`config.mk`:
```
export PLATFORM = sky130hd
export DESIGN_NAME = epoch_seconds_to_calendar
export DESIGN_NICKNAME = d
export VERILOG_FILES = /design/src/rtl/e2c_pkg.sv /design/src/rtl/epoch_seconds_to_calendar.sv /design/src/rtl/e2c_date.sv /design/src/rtl/e2c_clock.sv
export SDC_FILE = /design/constraint.sdc
export NUM_CORES = 1
export LEC_CHECK = 0
export BUFFER_PORTS_ARGS = -buffer_cell sky130_fd_sc_hd__buf_2
export CORE_ASPECT_RATIO = 0.6
export CORE_UTILIZATION = 45
export CTS_BUF_LIST = sky130_fd_sc_hd__clkbuf_8
export CTS_CLUSTER_SIZE = 20
export DETAILED_ROUTE_END_ITERATION = 10
export HOLD_SLACK_MARGIN = 0.08
export SLEW_MARGIN = 10
export SYNTH_ARGS = -nofsm -noshare
export SYNTH_HDL_FRONTEND = slang
export SYNTH_SLANG_ARGS = --single-unit
```
`constraint.sdc`:
```
create_clock -name i_clk -period 7.05 [get_ports i_clk]
set_input_delay 0.705 -clock i_clk [delete_from_list [all_inputs] [get_ports i_clk]]
set_output_delay 0.705 -clock i_clk [all_outputs]
set_load 0.01 [all_outputs]
```
`src/rtl/e2c_pkg.sv`:
```
package e2c_pkg;

    localparam int unsigned EPOCH_W = 32;
    localparam int unsigned OFF_W   = 5;
    localparam int unsigned YEAR_W  = 12;
    localparam int unsigned MONTH_W = 4;
    localparam int unsigned DAY_W   = 5;
    localparam int unsigned HOUR_W  = 5;
    localparam int unsigned MIN_W   = 6;
    localparam int unsigned SEC_W   = 6;
    localparam int unsigned SOD_W   = 17;
    localparam int unsigned DOY_W   = 16;

    // 86400 = 675 * 2^7, 3600 = 225 * 2^4, 60 = 15 * 2^2.
    localparam logic [10:0] C_DAY_DIV  = 11'd675;
    localparam logic [8:0]  C_HOUR_DIV = 9'd225;
    localparam logic [8:0]  C_MIN_DIV  = 9'd15;

    localparam logic signed [17:0] C_SEC_PER_HOUR = 18'sd3600;
    localparam logic [32:0]        C_SEC_PER_DAY  = 33'd86400;

    localparam logic [DOY_W-1:0]  C_DOY_BIAS        = 16'd364;
    localparam logic [YEAR_W-1:0] C_BASE_YEAR       = 12'd1969;
    localparam logic [YEAR_W-1:0] C_CENT_YEAR       = 12'd2100;
    localparam logic [YEAR_W-1:0] C_SHORT_BLOCK_YR  = 12'd2097;
    localparam logic [MONTH_W-1:0] C_LAST_MONTH     = 4'd11;

    typedef enum logic [2:0] {
        S_IDLE = 3'b001,
        S_DIV  = 3'b010,
        S_WORK = 3'b100
    } t_top_state;

    typedef enum logic [3:0] {
        D_IDLE  = 4'b0001,
        D_YEAR  = 4'b0010,
        D_MONTH = 4'b0100,
        D_DONE  = 4'b1000
    } t_date_state;

    typedef enum logic [3:0] {
        K_IDLE = 4'b0001,
        K_HOUR = 4'b0010,
        K_MIN  = 4'b0100,
        K_DONE = 4'b1000
    } t_clk_state;

    function automatic logic [4:0] month_len(input logic [MONTH_W-1:0] m, input logic leap);
        logic [4:0] len;
        unique case (m)
            4'd1:                      len = leap ? 5'd29 : 5'd28;
            4'd3, 4'd5, 4'd8, 4'd10:   len = 5'd30;
            default:                   len = 5'd31;
        endcase
        return len;
    endfunction

endpackage

```
`src/rtl/epoch_seconds_to_calendar.sv`:
```
// Converts a 32-bit count of seconds since 1970-01-01 00:00:00 UTC into the
// Gregorian year, month, day, hour, minute and second, after adding a signed
// whole-hour zone offset that carries into the date.
// The input channel takes a word at a clock edge where i_valid is high and
// o_stall is low; the output channel hands over a word where o_valid is high
// and i_stall is low. The offset register is written by i_cfg_we with
// i_cfg_wdata; the user must write it only while the block is idle, as the
// block does not enforce this. It reads 2 after reset.
// One word is converted at a time. The day count comes from a bit-serial
// division by 675. The date is then found by taking off four-year blocks and
// single years, then months, one step a cycle; the time of day runs alongside
// it in two serial divisions. A new word is taken in the cycle after the
// result is loaded into the output register. o_stall stays high for the whole
// conversion. A stalled result holds in the output register while the next
// word is accepted and converted; that word then waits, with o_stall high,
// until the output register is free.
// Reset is synchronous and active low: it drops any word in flight, clears
// o_valid and sets the offset back to 2.
module epoch_seconds_to_calendar
    import e2c_pkg::*;
(
    input  logic               i_clk,
    input  logic               i_rst_n,
    input  logic               i_valid,
    output logic               o_stall,
    input  logic [EPOCH_W-1:0] i_epoch_seconds,
    output logic               o_valid,
    input  logic               i_stall,
    output logic [YEAR_W-1:0]  o_year_out,
    output logic [MONTH_W-1:0] o_month_out,
    output logic [DAY_W-1:0]   o_day_out,
    output logic [HOUR_W-1:0]  o_hour_out,
    output logic [MIN_W-1:0]   o_minute_out,
    output logic [SEC_W-1:0]   o_second_out,
    input  logic               i_cfg_we,
    input  logic [OFF_W-1:0]   i_cfg_wdata
);

    t_top_state        r_state;
    logic [OFF_W-1:0]  r_off;
    logic [4:0]        r_cnt;
    logic [25:0]       r_dvd;
    logic [9:0]        r_rem;
    logic [6:0]        r_lo;
    logic              r_start;
    logic              r_o_valid;
    logic [YEAR_W-1:0]  r_year;
    logic [MONTH_W-1:0] r_month;
    logic [DAY_W-1:0]   r_day;
    logic [HOUR_W-1:0]  r_hour;
    logic [MIN_W-1:0]   r_minute;
    logic [SEC_W-1:0]   r_second;

    logic               n_accept;
    logic signed [17:0] n_off_sec;
    logic [32:0]        n_t;
    logic [10:0]        n_part;
    logic               n_ge;
    logic [9:0]         n_rem;
    logic               n_out_free;
    logic               n_load;

    logic               d_done;
    logic [YEAR_W-1:0]  d_year;
    logic [MONTH_W-1:0] d_month;
    logic [DAY_W-1:0]   d_day;
    logic               k_done;
    logic [HOUR_W-1:0]  k_hour;
    logic [MIN_W-1:0]   k_minute;
    logic [SEC_W-1:0]   k_second;

    always_comb begin
        n_accept   = i_valid && !o_stall;
        n_off_sec  = 18'(signed'(r_off)) * C_SEC_PER_HOUR;
        n_t        = 33'(i_epoch_seconds) + {{15{n_off_sec[17]}}, n_off_sec} + C_SEC_PER_DAY;
        n_part     = {r_rem, r_dvd[25]};
        n_ge       = (n_part >= C_DAY_DIV);
        n_rem      = n_ge ? 10'(n_part - C_DAY_DIV) : n_part[9:0];
        n_out_free = !r_o_valid || !i_stall;
        n_load     = (r_state == S_WORK) && !r_start && d_done && k_done && n_out_free;
    end

    assign o_stall = (r_state != S_IDLE);

    always_ff @(posedge i_clk) begin
        if (!i_rst_n) begin
            r_off <= 5'd2;
        end else if (i_cfg_we) begin
            r_off <= i_cfg_wdata;
        end
    end

    always_ff @(posedge i_clk) begin
        if (!i_rst_n) begin
            r_state   <= S_IDLE;
            r_start   <= 1'b0;
            r_o_valid <= 1'b0;
        end else begin
            r_start <= 1'b0;
            unique case (r_state)
                S_IDLE: if (n_accept) r_state <= S_DIV;
                S_DIV: begin
                    if (r_cnt == 5'd0) begin
                        r_state <= S_WORK;
                        r_start <= 1'b1;
                    end
                end
                S_WORK:  if (n_load) r_state <= S_IDLE;
                default: r_state <= S_IDLE;
            endcase
            if (n_load) begin
                r_o_valid <= 1'b1;
            end else if (!i_stall) begin
                r_o_valid <= 1'b0;
            end
        end
    end

    always_ff @(posedge i_clk) begin
        if (n_accept) begin
            r_dvd <= n_t[32:7];
            r_lo  <= n_t[6:0];
            r_rem <= '0;
            r_cnt <= 5'd25;
        end else if (r_state == S_DIV) begin
            r_dvd <= {r_dvd[24:0], n_ge};
            r_rem <= n_rem;
            r_cnt <= r_cnt - 5'd1;
        end
    end

    always_ff @(posedge i_clk) begin
        if (n_load) begin
            r_year   <= d_year;
            r_month  <= d_month;
            r_day    <= d_day;
            r_hour   <= k_hour;
            r_minute <= k_minute;
            r_second <= k_second;
        end
    end

    e2c_date u_date (
        .i_clk   (i_clk),
        .i_rst_n (i_rst_n),
        .i_start (r_start),
        .i_doy   (r_dvd[DOY_W-1:0] + C_DOY_BIAS),
        .o_done  (d_done),
        .o_year  (d_year),
        .o_month (d_month),
        .o_day   (d_day)
    );

    e2c_clock u_clock (
        .i_clk    (i_clk),
        .i_rst_n  (i_rst_n),
        .i_start  (r_start),
        .i_sod    ({r_rem, r_lo}),
        .o_done   (k_done),
        .o_hour   (k_hour),
        .o_minute (k_minute),
        .o_second (k_second)
    );

    assign o_valid      = r_o_valid;
    assign o_year_out   = r_year;
    assign o_month_out  = r_month;
    assign o_day_out    = r_day;
    assign o_hour_out   = r_hour;
    assign o_minute_out = r_minute;
    assign o_second_out = r_second;

endmodule

```
`src/rtl/e2c_date.sv`:
```
module e2c_date
    import e2c_pkg::*;
(
    input  logic               i_clk,
    input  logic               i_rst_n,
    input  logic               i_start,
    input  logic [DOY_W-1:0]   i_doy,
    output logic               o_done,
    output logic [YEAR_W-1:0]  o_year,
    output logic [MONTH_W-1:0] o_month,
    output logic [DAY_W-1:0]   o_day
);

    t_date_state        r_state;
    logic [YEAR_W-1:0]  r_year;
    logic [MONTH_W-1:0] r_month;
    logic [DOY_W-1:0]   r_doy;

    logic             n_leap;
    logic [DOY_W-1:0] n_ylen;
    logic [DOY_W-1:0] n_blen;
    logic             n_blk_ok;
    logic [DOY_W-1:0] n_mlen;

    always_comb begin
        n_leap   = (r_year[1:0] == 2'b00) && (r_year != C_CENT_YEAR);
        n_ylen   = n_leap ? 16'd366 : 16'd365;
        n_blen   = (r_year == C_SHORT_BLOCK_YR) ? 16'd1460 : 16'd1461;
        n_blk_ok = (r_year[1:0] == 2'b01) && (r_doy >= n_blen);
        n_mlen   = DOY_W'(month_len(r_month, n_leap));
    end

    always_ff @(posedge i_clk) begin
        if (!i_rst_n) begin
            r_state <= D_IDLE;
        end else if (i_start) begin
            r_state <= D_YEAR;
        end else begin
            unique case (r_state)
                D_YEAR: begin
                    if (!n_blk_ok && r_doy < n_ylen) begin
                        r_state <= D_MONTH;
                    end
                end
                D_MONTH: begin
                    if (r_doy < n_mlen || r_month >= C_LAST_MONTH) begin
                        r_state <= D_DONE;
                    end
                end
                default: r_state <= r_state;
            endcase
        end
    end

    always_ff @(posedge i_clk) begin
        if (i_start) begin
            r_year  <= C_BASE_YEAR;
            r_month <= '0;
            r_doy   <= i_doy;
        end else if (r_state == D_YEAR) begin
            if (n_blk_ok) begin
                r_doy  <= r_doy - n_blen;
                r_year <= r_year + 12'd4;
            end else if (r_doy >= n_ylen) begin
                r_doy  <= r_doy - n_ylen;
                r_year <= r_year + 12'd1;
            end
        end else if (r_state == D_MONTH) begin
            if (!(r_doy < n_mlen || r_month >= C_LAST_MONTH)) begin
                r_doy   <= r_doy - n_mlen;
                r_month <= r_month + 4'd1;
            end
        end
    end

    assign o_done  = (r_state == D_DONE);
    assign o_year  = r_year;
    assign o_month = r_month + 4'd1;
    assign o_day   = r_doy[DAY_W-1:0] + 5'd1;

endmodule

```
`src/rtl/e2c_clock.sv`:
```
module e2c_clock
    import e2c_pkg::*;
(
    input  logic              i_clk,
    input  logic              i_rst_n,
    input  logic              i_start,
    input  logic [SOD_W-1:0]  i_sod,
    output logic              o_done,
    output logic [HOUR_W-1:0] o_hour,
    output logic [MIN_W-1:0]  o_minute,
    output logic [SEC_W-1:0]  o_second
);

    t_clk_state        r_state;
    logic [3:0]        r_cnt;
    logic [12:0]       r_dvd;
    logic [7:0]        r_rem;
    logic [3:0]        r_lo;
    logic [HOUR_W-1:0] r_hour;
    logic [MIN_W-1:0]  r_minute;
    logic [SEC_W-1:0]  r_second;

    logic [8:0]  n_part;
    logic [8:0]  n_div;
    logic        n_ge;
    logic [7:0]  n_rem;
    logic [12:0] n_dvd;

    // One quotient bit per cycle, restoring division on a narrow remainder.
    always_comb begin
        n_div  = (r_state == K_HOUR) ? C_HOUR_DIV : C_MIN_DIV;
        n_part = {r_rem, r_dvd[12]};
        n_ge   = (n_part >= n_div);
        n_rem  = n_ge ? 8'(n_part - n_div) : n_part[7:0];
        n_dvd  = {r_dvd[11:0], n_ge};
    end

    always_ff @(posedge i_clk) begin
        if (!i_rst_n) begin
            r_state <= K_IDLE;
        end else if (i_start) begin
            r_state <= K_HOUR;
        end else begin
            unique case (r_state)
                K_HOUR:  if (r_cnt == 4'd0) r_state <= K_MIN;
                K_MIN:   if (r_cnt == 4'd0) r_state <= K_DONE;
                default: r_state <= r_state;
            endcase
        end
    end

    always_ff @(posedge i_clk) begin
        if (i_start) begin
            r_dvd <= i_sod[16:4];
            r_lo  <= i_sod[3:0];
            r_rem <= '0;
            r_cnt <= 4'd12;
        end else if (r_state == K_HOUR) begin
            if (r_cnt == 4'd0) begin
                r_hour <= n_dvd[HOUR_W-1:0];
                r_dvd  <= {3'b000, n_rem, r_lo[3:2]};
                r_lo   <= {2'b00, r_lo[1:0]};
                r_rem  <= '0;
                r_cnt  <= 4'd12;
            end else begin
                r_dvd <= n_dvd;
                r_rem <= n_rem;
                r_cnt <= r_cnt - 4'd1;
            end
        end else if (r_state == K_MIN) begin
            if (r_cnt == 4'd0) begin
                r_minute <= n_dvd[MIN_W-1:0];
                r_second <= {n_rem[3:0], r_lo[1:0]};
            end else begin
                r_dvd <= n_dvd;
                r_rem <= n_rem;
                r_cnt <= r_cnt - 4'd1;
            end
        end
    end

    assign o_done   = (r_state == K_DONE);
    assign o_hour   = r_hour;
    assign o_minute = r_minute;
    assign o_second = r_second;

endmodule

```
==> run metrics, run 1 <==
number of global-route vias before repair=roughly 8000; fraction of registers with async set/reset=0%; internal portion of total power=1.71 mW; worst hold margin=approximately 370 ps; count of buffers inserted at the top-level ports=81; Remaining Overflow, GRT=0; Layout Skew=around 15 ps; Hold Path Sink=r_lo[3]; share of Yosys cell area claimed by the top area cell type=31.9%; gr usage total=20.7%; pin count of the biggest net entering global routing=between 70 and 80; Met2 Wirelength=between 9000 and 10000 µm; Clock Power Share=29.9%; vertical extent of the die=125 µm; Post-synth top cells=133 x sky130_fd_sc_hd__nand2_1, 121 x sky130_fd_sc_hd__edfxtp_1, 98 x sky130_fd_sc_hd__ha_1; reg-to-reg critical path endpoint=r_dvd[20]; flip-flop cell with the highest count after synthesis=sky130_fd_sc_hd__edfxtp_1; DR top layer=met4; clock insertion delay at the later pin of the skew report=500 ps; DRC viols=0; Hold Path Depth=1; FF-to-FF path depth=20; Rows=44; min cycle time layout=6150 ps; type of origin of the critical path=register; placement-stage cell area=12100 µm²; outcome=complete, no violations; H-tree levels=4; number of I/O pins=between 80 and 90; drt total wl=~26000 µm; count of buffers added by post-CTS timing repair for setup=0; summed instance area of the synthesized netlist=11400 µm²; biggest area contributors in the synthesized netlist=sky130_fd_sc_hd__edfxtp_1 32%, sky130_fd_sc_hd__ha_1 11%, sky130_fd_sc_hd__dfxtp_1 11%, sky130_fd_sc_hd__nand2_1 4.4%, sky130_fd_sc_hd__o21ai_0 3.3%; Layout Cell Area excl Fill=roughly 12000 µm²; number of instances in the synthesized netlist=roughly 1200; Detailed Place HPWL=19300 µm; detailed-route wire length on metal 1=14300 µm; Max Transition Viols Final=0; area of the core=~24000 µm²; setup repair after global routing missed its margin=false; total number of vias=8775; RePlAce Congestion=0.948; Min-Delay Startpoint=i_epoch_seconds[3]; hold-fix buffer count after cts=0; antenna cell count=0; Seq cells post-synth=around 180; count of cell types in the netlist=80; sequential share of the synthesized area=42.6%; total number of yosys warnings=0; power per cell area=roughly 200 nW/µm²; NumNets Final=1385; share of final-layout standard cells stronger than drive strength 1=11.4%; cell type contributing the most total cell area after synthesis=sky130_fd_sc_hd__edfxtp_1; clock-pin slew on the worst setup and hold paths=100 ps; CTS Buf Count=17; number of antenna violations at the first check in global routing=0; Period Utilization, post-route=87.3%; part of the total power dissipated in sequential elements=around half; count of TritonRoute iterations in the first routing pass=5; synthesized netlist net count=roughly 1300; area enclosed by the die boundary=26000 µm²; switching power as a share of total power=30.2%; leakage component of the power=5.19 nW; post-layout worst setup margin=a little under 900 ps; data arrival time of the critical path=6380 ps; horizontal die dimension=207 µm; remaining antenna violation count=0; worst rel slew slack=27.6%; Total Power Consumption=2.46 mW; count of max-cap constraint violations=0; critical register-to-register path startpoint=r_off[4]; maximum achievable frequency=162 MHz; Avg Inst Size Synth=9.70 µm²; Final Hold Viols=0; total net switching power=0.743 mW; proportion of power drawn by combinational gates=a little over a fifth; clk root buf=sky130_fd_sc_hd__clkbuf_8; number of resized instances in the post-cts repair step=0; Initial Util=between 40% and 50%; EDFF count, synth=121; fillcell total=between 2000 and 2500; count of clock tree sinks=182; setup violation total in the final timing report=0; largest buffer count on any clock path=2; worst-case setup slack after placement=964 ps; Fin Setup TNS=0 ps; worst-margin pin slew=1090 ps; path category of the worst min-delay check=in2reg; R2R Setup Slk=between 800 and 900 ps; Critical Setup Path Class=reg2reg; count leader, synth=sky130_fd_sc_hd__nand2_1; wire length of the first global-routing pass=approximately 43000 µm; via-per-instance ratio=5.59; Critical Path End Type=register; Synth-to-Final Area Change=9.68%; clock tree from TritonCTS=yes; VDD IR-drop max=0.122 mV; mean routed wirelength per cell=16.6 µm; highest net fanout along the worst path=15; Detail Route met3 WL=1560 µm; CP Data Required Time=7280 ps; DR iter-0 viols=746
[per-layer routing]
layer | vias to the layer above | GRT usage (%)
met5 | - | 0
li1 | 4412 | -
met1 | 4115 | 32.6
met4 | 0 | 4.83
met3 | 19 | 5.00
met2 | 229 | 27.8
[cell type report]
| type | count | area [µm²] | area share [%] |
|---|---|---|---|
| clock buffer | 17 | 234 | 1.87 |
| clock inverter | 15 | 168 | 1.34 |
| inverter | 75 | 282 | 2.25 |
| multi-input combinational | 872 | 6100 | 48.8 |
| sequential | 182 | 4860 | 38.9 |
| tap | 322 | 403 | 3.22 |
| timing repair buffer | 87 | 450 | 3.61 |
[flip-flops by register name (all words and copies together), names as in the netlist, 6 cells and up]
name and flops:
u_clock.r_rem 8, u_clock.o_second 6, o_minute_out 6, u_clock.r_dvd 13
u_date.o_year 12, r_dvd 26, u_clock.o_minute 6, u_date.r_doy 16
o_year_out 12, r_lo 7, o_second_out 6, r_rem 10
[placed cells by master, fill, tap and decap left out, types with 16 or more instances in the layout]
cell type and instances:
sky130_fd_sc_hd__xor2_1 40, sky130_fd_sc_hd__nand3_1 41, sky130_fd_sc_hd__o21ai_0 75, sky130_fd_sc_hd__edfxtp_1 121, sky130_fd_sc_hd__clkbuf_8 17, sky130_fd_sc_hd__nor3_1 19, sky130_fd_sc_hd__dfxtp_1 60, sky130_fd_sc_hd__mux2i_1 21
sky130_fd_sc_hd__nor2_1 68, sky130_fd_sc_hd__buf_2 81, sky130_fd_sc_hd__a21oi_1 63, sky130_fd_sc_hd__and3_1 16, sky130_fd_sc_hd__inv_1 76, sky130_fd_sc_hd__ha_1 98, sky130_fd_sc_hd__nand2_1 132, sky130_fd_sc_hd__xnor2_1 28
[cell families (layout without fill, tap and decap cells)]
logic type      count (synthesis)  after routing  share of synthesized area, %
simple gates                  383            383                          16.8
xor+xnor                       68             68                          5.23
flops                         182            182                          42.6
compound gates                290            290                          16.7
buf+inv                       120            194                          4.12
fa+ha+maj                     108            108                          12.5
mux                            23             23                          2.04
[power by group through the flow]
stage,Combinational (mW),Sequential [mW],Clock (mW)
global placement,0.507,1.23,0
detailed placement,0.511,1.24,0
floorplan,0.395,1.23,0
finish,0.511,1.21,0.735
global route,0.582,1.22,0.798
CTS,0.514,1.21,0.755
[critical path, stage by stage (launching register included)]
cell,delay [ps]
sky130_fd_sc_hd__dfxtp_1,580
sky130_fd_sc_hd__fa_1,480
sky130_fd_sc_hd__inv_1,80
sky130_fd_sc_hd__fa_1,440
sky130_fd_sc_hd__fa_1,560
sky130_fd_sc_hd__fa_1,480
sky130_fd_sc_hd__inv_1,70
sky130_fd_sc_hd__a21oi_1,60
sky130_fd_sc_hd__o21bai_1,200
sky130_fd_sc_hd__nand2_1,100
sky130_fd_sc_hd__o21ai_1,200
sky130_fd_sc_hd__buf_4,260
sky130_fd_sc_hd__ha_1,260
sky130_fd_sc_hd__ha_1,360
sky130_fd_sc_hd__a21oi_1,420
sky130_fd_sc_hd__o211ai_1,210
sky130_fd_sc_hd__o31ai_1,260
sky130_fd_sc_hd__o21ai_0,290
sky130_fd_sc_hd__a21boi_0,310
sky130_fd_sc_hd__xor2_1,160
sky130_fd_sc_hd__o21ai_0,80
[worst max-delay path by stage]
| stage | cells past startpoint | end | startpoint | slack [ps] |
|---|---|---|---|---|
| floorplan | 19 | r_dvd[25] | r_off[4] | 930 |
| finish | 20 | r_dvd[20] | r_off[4] | 900 |
| global placement | 20 | r_dvd[20] | r_off[4] | 1140 |
| detailed placement | 20 | r_dvd[20] | r_off[4] | 960 |
| global route | 20 | r_dvd[20] | r_off[4] | 410 |
| CTS | 20 | r_dvd[20] | r_off[4] | 950 |
[stage by stage]
step	cells	util, %
finish	1570	51.0
global route	1570	51.0
CTS	1570	51.0
detailed placement	1538	49.4
global placement	1538	49.4
floorplan	1174	-
Power figures use the tool's default switching activity.
==> run 2: changes to the inputs <==
Settings changed: REMOVE_ABC_BUFFERS set to 1.
==> run metrics, run 2 (synthesized netlist as in run 1, its figures left out) <==
outcome=complete, no violations (unchanged); Final Hold Viols=0 (unchanged); RePlAce Congestion=0.899 (was 0.948); drt total wl=26600 µm (was 26100 µm); count of buffers added by post-CTS timing repair for setup=0 (unchanged); met2 Use GR=26.8% (was 27.8%); number of antenna violations at the first check in global routing=0 (unchanged); DRC viols=0 (unchanged); min cycle time layout=6100 ps (was 6150 ps); switching power as a share of total power=31.9% (was 30.2%); Hold Path Sink=r_lo[0] (was r_lo[3]); FF-to-FF path depth=21 (was 20); highest net fanout along the worst path=15 (unchanged); via-per-instance ratio=5.56 (was 5.59); multi-input gate area in the final layout=6090 µm² (was 6100 µm²); H-tree levels=4 (unchanged); total number of vias=8748 (was 8775); worst-margin pin slew=1150 ps (was 1090 ps); vertical extent of the die=125 µm (unchanged); data arrival time of the critical path=6340 ps (was 6380 ps); share of final-layout standard cells stronger than drive strength 1=11.7% (was 11.4%); setup violation total in the final timing report=0 (unchanged); DR iter-0 viols=662 (was 746); count of TritonRoute iterations in the first routing pass=7 (was 5); total net switching power=0.795 mW (was 0.743 mW); leakage component of the power=5.20 nW (was 5.19 nW); antenna cell count=0 (unchanged); register ranked first by flip-flop count=r_dvd (unchanged); area enclosed by the die boundary=26000 µm² (unchanged); cells along the critical path=fa_1 -> inv_1 -> fa_1 -> fa_1 -> fa_1 -> inv_1 -> a21oi_1 -> o21bai_1 -> nand2_1 -> nand3b_1 -> o21ai_1 -> buf_4 -> ha_1 -> ha_1 -> a21oi_1 -> o211ai_1 -> o31ai_1 -> o21ai_0 -> a21boi_0 -> xor2_1 -> o21ai_0 (was fa_1 -> inv_1 -> fa_1 -> fa_1 -> fa_1 -> inv_1 -> a21oi_1 -> o21bai_1 -> nand2_1 -> o21ai_1 -> buf_4 -> ha_1 -> ha_1 -> a21oi_1 -> o211ai_1 -> o31ai_1 -> o21ai_0 -> a21boi_0 -> xor2_1 -> o21ai_0); clk root buf=sky130_fd_sc_hd__clkbuf_8 (unchanged); count of buffers inserted at the top-level ports=81 (unchanged); Remaining Overflow, GRT=0 (unchanged); Layout Skew=20.4 ps (was 15.5 ps); path category of the worst min-delay check=in2reg (unchanged); mean routed wirelength per cell=16.9 µm (was 16.6 µm); CP Data Required Time=7280 ps (about the same); largest buffer count on any clock path=2 (unchanged); remaining antenna violation count=0 (unchanged); combined buffer and inverter count along the critical path=3 (unchanged); Critical Setup Path Class=reg2reg (unchanged); most used cell along the critical path=sky130_fd_sc_hd__fa_1 (unchanged); worst rel slew slack=23.1% (was 27.6%); met1 track utilization from global routing=34.7% (was 32.6%); most used cells in the layout excluding fill and tap cells=132 x sky130_fd_sc_hd__nand2_1, 121 x sky130_fd_sc_hd__edfxtp_1, 98 x sky130_fd_sc_hd__ha_1, 81 x sky130_fd_sc_hd__buf_2 (was 132 x sky130_fd_sc_hd__nand2_1, 121 x sky130_fd_sc_hd__edfxtp_1, 98 x sky130_fd_sc_hd__ha_1, 81 x sky130_fd_sc_hd__buf_2, 76 x sky130_fd_sc_hd__inv_1); Rows=44 (unchanged); clock tree from TritonCTS=yes (unchanged); Max Transition Viols Final=0 (unchanged); reg-to-reg critical path endpoint=r_dvd[20] (unchanged); Detailed Place HPWL=19700 µm (was 19300 µm); R2R Setup Slk=950 ps (was 900 ps); worst hold margin=387 ps (was 372 ps); part of the total power dissipated in sequential elements=48.6% (was 49.3%); Critical Path End Type=register (unchanged); area of the core=24500 µm² (unchanged); count of clock tree sinks=182 (unchanged); horizontal die dimension=207 µm (unchanged); proportion of power drawn by combinational gates=21.3% (was 20.8%); Hold Path Depth=1 (unchanged); type of origin of the critical path=register (unchanged); number of I/O pins=82 (unchanged); top flop regs=r_dvd: 26 flops, u_date.r_doy: 16 flops, u_clock.r_dvd: 13 flops (unchanged); CTS Buf Count=17 (unchanged); hold-fix buffer count after cts=0 (unchanged); count of max-cap constraint violations=0 (unchanged); Clock Power Share=30.1% (was 29.9%); pin count of the biggest net entering global routing=66 (was 78); grt met3 use=4.65% (was 5.00%); gr usage total=21.0% (was 20.7%); maximum achievable frequency=164 MHz (was 162 MHz); dominant delay contributor by cell family on the critical path=adder cells (unchanged); number of resized instances in the post-cts repair step=0 (unchanged); flip-flop count of the largest register, all copies and words added=26 (unchanged); internal portion of total power=1.70 mW (was 1.71 mW); maximum single-stage delay on the critical path=590 ps (was 580 ps); clock insertion delay at the later pin of the skew report=490 ps (was 500 ps); Slowest-stage cell, CP=sky130_fd_sc_hd__dfxtp_1 (unchanged); Initial Util=46.5% (unchanged); VDD IR-drop max=0.133 mV (was 0.122 mV); fillcell total=2222 (was 2265); most crowded layer after global routing=met1 (unchanged); number of global-route vias before repair=7844 (was 8133); clock-pin slew on the worst setup and hold paths=110 ps (was 100 ps); wire length of the first global-routing pass=43000 µm (was 42800 µm); setup repair after global routing missed its margin=false (unchanged); Synth-to-Final Area Change=9.85% (was 9.68%); area occupied by registers=4860 µm² (unchanged); critical register-to-register path startpoint=r_off[4] (unchanged); NumNets Final=1387 (was 1385); power per cell area=199 nW/µm² (was 197 nW/µm²); Period Utilization, post-route=86.6% (was 87.3%); Min-Delay Startpoint=i_epoch_seconds[0] (was i_epoch_seconds[3]); Fin Setup TNS=0 ps (unchanged); most common cell after layout, fill and taps aside=sky130_fd_sc_hd__nand2_1 (unchanged)
==> run 2: power groups by stage <==
stage	clock [mW]	combinational (mW)	sequential, mW
3_5_place_dp	0	0.525	1.24
2_1_floorplan	0	0.391	1.23
3_3_place_gp	0	0.521	1.23
6_report	0.751	0.530	1.21
5_1_grt	0.810	0.601	1.22
4_1_cts	0.770	0.529	1.21
==> run 2: metrics by stage <==
step,util [%],instances,total power [mW],cell area [µm²],worst slack [ps]
global route,51.1,1572,2.63,12500,498
global placement,49.4,1540,1.76,12100,1150
finish,51.1,1572,2.49,12500,945
detailed placement,49.4,1540,1.76,12100,980
floorplan,-,1129,1.62,11200,891
CTS,51.1,1572,2.51,12500,943
==> run 2: how the worst max path moves through the flow <==
| stage | depth (start not counted) | slack, ps | end | startpoint |
|---|---|---|---|---|
| finish | 21 | 950 | r_dvd[20] | r_off[4] |
| global route | 21 | 500 | r_dvd[20] | r_off[4] |
| CTS | 21 | 940 | r_dvd[20] | r_off[4] |
| detailed placement | 21 | 980 | r_dvd[20] | r_off[4] |
| global placement | 21 | 1150 | r_dvd[20] | r_off[4] |
| floorplan | 19 | 890 | r_dvd[25] | r_off[4] |
==> run 2: cell type report <==
cell class,instances,share of cell area (%)
tap,322,3.22
clock inverter,15,1.45
multi-input combinational,872,48.7
clock buffer,17,1.87
timing repair buffer,89,3.72
sequential,182,38.8
inverter,75,2.25
==> run 2: metal layers <==
layer,part of all wire [%],vias to the layer above
met5,0,-
met2,37,267
li1,-,4418
met3,6.6,15
met4,0.72,0
met1,56,4048
==> run 3: changes to the inputs <==
--- a/config.mk
+++ b/config.mk
@@ -14,2 +14,3 @@
 export HOLD_SLACK_MARGIN = 0.08
+export RECOVER_POWER = 25
 export REMOVE_ABC_BUFFERS = 1
@@ -18,2 +19,3 @@
 export SYNTH_HDL_FRONTEND = slang
+export SYNTH_HIERARCHICAL = 1
 export SYNTH_SLANG_ARGS = --single-unit
==> constraint.sdc (replaced) <==
create_clock -name i_clk -period 7.05 [get_ports i_clk]
set_input_delay 1.0575 -clock i_clk [delete_from_list [all_inputs] [get_ports i_clk]]
set_output_delay 1.0575 -clock i_clk [all_outputs]
set_load 0.01 [all_outputs]
==> run metrics, run 3 <==
worst-margin pin slew=3090 ps (was 1150 ps); area of the core=24300 µm² (was 24500 µm²); Final Hold Viols=0 (unchanged); RePlAce Congestion=0.873 (was 0.899); number of instances in the synthesized netlist=1128 (was 1174); data arrival time of the critical path=6220 ps (was 6340 ps); clock-pin slew on the worst setup and hold paths=100 ps (was 110 ps); total number of vias=8364 (was 8748); DR iter-0 viols=610 (was 662); Layout Utilization=50.6% (was 51.1%); area enclosed by the die boundary=25500 µm² (was 26000 µm²); Synth-to-Final Area Change=9.82% (was 9.85%); instance count after placement with tap cells included=1499 (was 1540); hold-fix buffer count after cts=0 (unchanged); total number of yosys warnings=6 (was 0); count of buffers inserted at the top-level ports=81 (unchanged); Post-synth top cells=122 x sky130_fd_sc_hd__nand2_1, 121 x sky130_fd_sc_hd__edfxtp_1, 94 x sky130_fd_sc_hd__ha_1 (was 133 x sky130_fd_sc_hd__nand2_1, 121 x sky130_fd_sc_hd__edfxtp_1, 98 x sky130_fd_sc_hd__ha_1); count of buffers added by post-CTS timing repair for setup=0 (unchanged); EDFF count, synth=121 (unchanged); cells along the critical path=fa_1 -> inv_1 -> fa_1 -> fa_1 -> fa_1 -> inv_1 -> a21oi_1 -> o21bai_1 -> nand2_1 -> nand3b_1 -> o21ai_1 -> buf_4 -> ha_1 -> ha_1 -> a21oi_1 -> a21boi_0 -> nor4_1 -> o21ai_1 -> a31oi_1 -> o21ai_1 -> a21oi_1 -> xor2_1 -> o21ai_1 (was fa_1 -> inv_1 -> fa_1 -> fa_1 -> fa_1 -> inv_1 -> a21oi_1 -> o21bai_1 -> nand2_1 -> nand3b_1 -> o21ai_1 -> buf_4 -> ha_1 -> ha_1 -> a21oi_1 -> o211ai_1 -> o31ai_1 -> o21ai_0 -> a21boi_0 -> xor2_1 -> o21ai_0); via-per-instance ratio=5.46 (was 5.56); critical register-to-register path startpoint=r_off[4] (unchanged); register ranked first by flip-flop count=r_dvd (unchanged); Detailed Place HPWL=18200 µm (was 19700 µm); VDD IR-drop max=0.115 mV (was 0.133 mV); clk root buf=sky130_fd_sc_hd__clkbuf_8 (unchanged); switching power as a share of total power=31.4% (was 31.9%); min cycle time layout=6060 ps (was 6100 ps); total net switching power=0.758 mW (was 0.795 mW); Clock Power Share=29.5% (was 30.1%); top flop regs=r_dvd: 26 flops, u_date/r_doy: 16 flops, u_clock/r_dvd: 13 flops (was r_dvd: 26 flops, u_date.r_doy: 16 flops, u_clock.r_dvd: 13 flops); share of Yosys cell area claimed by the top area cell type=32.5% (was 31.9%); CTS Buf Count=17 (unchanged); wire length of the first global-routing pass=39500 µm (was 43000 µm); Avg Inst Size Synth=9.91 µm² (was 9.70 µm²); R2R Setup Slk=990 ps (was 950 ps); clock insertion delay at the later pin of the skew report=490 ps (about the same); leakage component of the power=5.11 nW (was 5.20 nW); Max Transition Viols Final=139 (was 0); worst rel slew slack=-106% (was 23.1%); vertical extent of the die=124 µm (was 125 µm); clock tree from TritonCTS=yes (unchanged); Rows=44 (unchanged); Layout Skew=16.9 ps (was 20.4 ps); biggest area contributors in the synthesized netlist=sky130_fd_sc_hd__edfxtp_1 33%, sky130_fd_sc_hd__dfxtp_1 11%, sky130_fd_sc_hd__ha_1 11%, sky130_fd_sc_hd__xnor2_1 4.2%, sky130_fd_sc_hd__nand2_1 4.1% (was sky130_fd_sc_hd__edfxtp_1 32%, sky130_fd_sc_hd__ha_1 11%, sky130_fd_sc_hd__dfxtp_1 11%, sky130_fd_sc_hd__nand2_1 4.4%, sky130_fd_sc_hd__o21ai_0 3.3%); part of the total power dissipated in sequential elements=49.9% (was 48.6%); highest net fanout along the worst path=15 (unchanged); FF-to-FF path depth=23 (was 21); count of cell types in the netlist=85 (was 80); count of TritonRoute iterations in the first routing pass=5 (was 7); number of resized instances in the post-cts repair step=0 (unchanged); proportion of power drawn by combinational gates=20.6% (was 21.3%); most common cell after layout, fill and taps aside=sky130_fd_sc_hd__nand2_1 (unchanged); Fin Setup TNS=0 ps (unchanged); antenna cell count=0 (unchanged); Min-Delay Startpoint=u_clock/o_second[1] (was i_epoch_seconds[0]); number of I/O pins=82 (unchanged); Slowest-stage cell, CP=sky130_fd_sc_hd__dfxtp_1 (unchanged); Remaining Overflow, GRT=0 (unchanged); Layout Cell Area excl Fill=12300 µm² (was 12500 µm²); mean routed wirelength per cell=16.0 µm (was 16.9 µm); most used cells in the layout excluding fill and tap cells=122 x sky130_fd_sc_hd__nand2_1, 121 x sky130_fd_sc_hd__edfxtp_1, 94 x sky130_fd_sc_hd__ha_1, 85 x sky130_fd_sc_hd__inv_1, 78 x sky130_fd_sc_hd__buf_2 (was 132 x sky130_fd_sc_hd__nand2_1, 121 x sky130_fd_sc_hd__edfxtp_1, 98 x sky130_fd_sc_hd__ha_1, 81 x sky130_fd_sc_hd__buf_2); Critical Path End Type=register (unchanged); maximum single-stage delay on the critical path=570 ps (was 590 ps); count leader, synth=sky130_fd_sc_hd__nand2_1 (unchanged); sequential share of the synthesized area=43.4% (was 42.6%); path category of the worst min-delay check=reg2reg (was in2reg); post-layout worst setup margin=987 ps (was 945 ps); setup violation total in the final timing report=0 (unchanged); CP Data Required Time=7200 ps (was 7280 ps); violations in the final reports=max-capacitance violations, max-slew violations; number of global-route vias before repair=7446 (was 7844); Initial Util=46.0% (was 46.5%); Period Utilization, post-route=86.0% (was 86.6%); number of standard cells in the layout, taps in and fillers out=1531 (was 1572); H-tree levels=4 (unchanged); remaining antenna violation count=0 (unchanged); fraction of registers with async set/reset=0% (unchanged); maximum achievable frequency=165 MHz (was 164 MHz); setup repair after global routing missed its margin=false (unchanged); DRC viols=0 (unchanged); Hold Path Depth=0 (was 1); reg-to-reg critical path endpoint=r_dvd[22] (was r_dvd[20]); fillcell total=2249 (was 2222); Hold Path Sink=o_second_out[1] (was r_lo[0]); pin count of the biggest net entering global routing=75 (was 66); Total Power Consumption=2.41 mW (was 2.49 mW); flip-flop count of the largest register, all copies and words added=26 (unchanged); worst hold margin=425 ps (was 387 ps); drt total wl=24500 µm (was 26600 µm); Critical Setup Path Class=reg2reg (unchanged); NumNets Final=1342 (was 1387); power per cell area=197 nW/µm² (was 199 nW/µm²); gr usage total=20.0% (was 21.0%); horizontal die dimension=205 µm (was 207 µm); Seq cells post-synth=182 (unchanged); largest buffer count on any clock path=2 (unchanged); count of max-cap constraint violations=2 (was 0); outcome=finished, violations left (was complete, no violations); count of clock tree sinks=182 (unchanged); placement-stage cell area=11900 µm² (was 12100 µm²); type of origin of the critical path=register (unchanged); internal portion of total power=1.65 mW (was 1.70 mW); summed instance area of the synthesized netlist=11200 µm² (was 11400 µm²); share of final-layout standard cells stronger than drive strength 1=12.2% (was 11.7%); worst-case setup slack after placement=1050 ps (was 980 ps); cell type contributing the most total cell area after synthesis=sky130_fd_sc_hd__edfxtp_1 (unchanged); number of antenna violations at the first check in global routing=0 (unchanged); flip-flop cell with the highest count after synthesis=sky130_fd_sc_hd__edfxtp_1 (unchanged)
[run 3: changes by cell type after synthesis, sizes merged, moves of 6 or more]
cell   previous run  this run
nor2             69        54
o21a             13         5
nor3             21         9
o31ai            13         7
xnor2            28        53
mux2i            21        12
xor2             40        30
nand2           134       123
o21ai            83        91
inv              75        86
[run 3: worst max path at each step]
stage,startpoint,end,slack [ps],cells after the start
after global placement,r_off[4],r_dvd[24],1290,22
after detailed placement,r_off[4],r_dvd[22],1050,23
final,r_off[4],r_dvd[22],990,23
after floorplan,r_off[4],r_dvd[22],910,21
after CTS,r_off[4],r_dvd[22],1050,23
after global routing,r_off[4],r_dvd[22],520,22
[run 3: worst max-delay path: cells and delay by family (launching register included)]
| family | cells | cell delay, ps |
|---|---|---|
| xor gates and xnor gates | 1 | 160 |
| DFF | 1 | 570 |
| AOI/OAI and AO/OA | 10 | 1580 |
| adders and majority gates | 6 | 2600 |
| and+or+nand+nor | 3 | 440 |
| buffers and inverters | 3 | 380 |
[run 3: cell families (layout without fill, tap and decap cells)]
logic type,Yosys count,after routing,synth area share (%)
flops,182,182,43.4
xor+xnor,83,83,6.50
simple gates,346,346,16.3
buf+inv,126,207,4.35
fa+ha+maj,104,104,12.3
mux,14,14,1.28
compound gates,273,273,15.8
[run 3: area by class of cell]
type | instances | area, µm² | area share [%]
timing repair buffer | 89 | 450 | 3.67
multi-input combinational | 820 | 5850 | 47.6
inverter | 86 | 323 | 2.63
clock inverter | 15 | 163 | 1.32
tap | 322 | 403 | 3.28
sequential | 182 | 4850 | 39.5
clock buffer | 17 | 234 | 1.91
[run 3: power groups by stage]
stage	clock, mW	combinational, mW	sequential [mW]
after floorplan	0	0.376	1.22
after global placement	0	0.488	1.23
after detailed placement	0	0.495	1.23
after CTS	0.734	0.498	1.20
after global routing	0.775	0.565	1.21
final	0.712	0.497	1.20
[run 3: per-layer routing]
metal	GRT usage [%]	up-vias	wire [µm]
li1	-	4232	-
met1	32.3	3903	13700
met2	26.3	214	9300
met3	4.13	15	1340
met4	4.49	0	223
met5	0	-	0
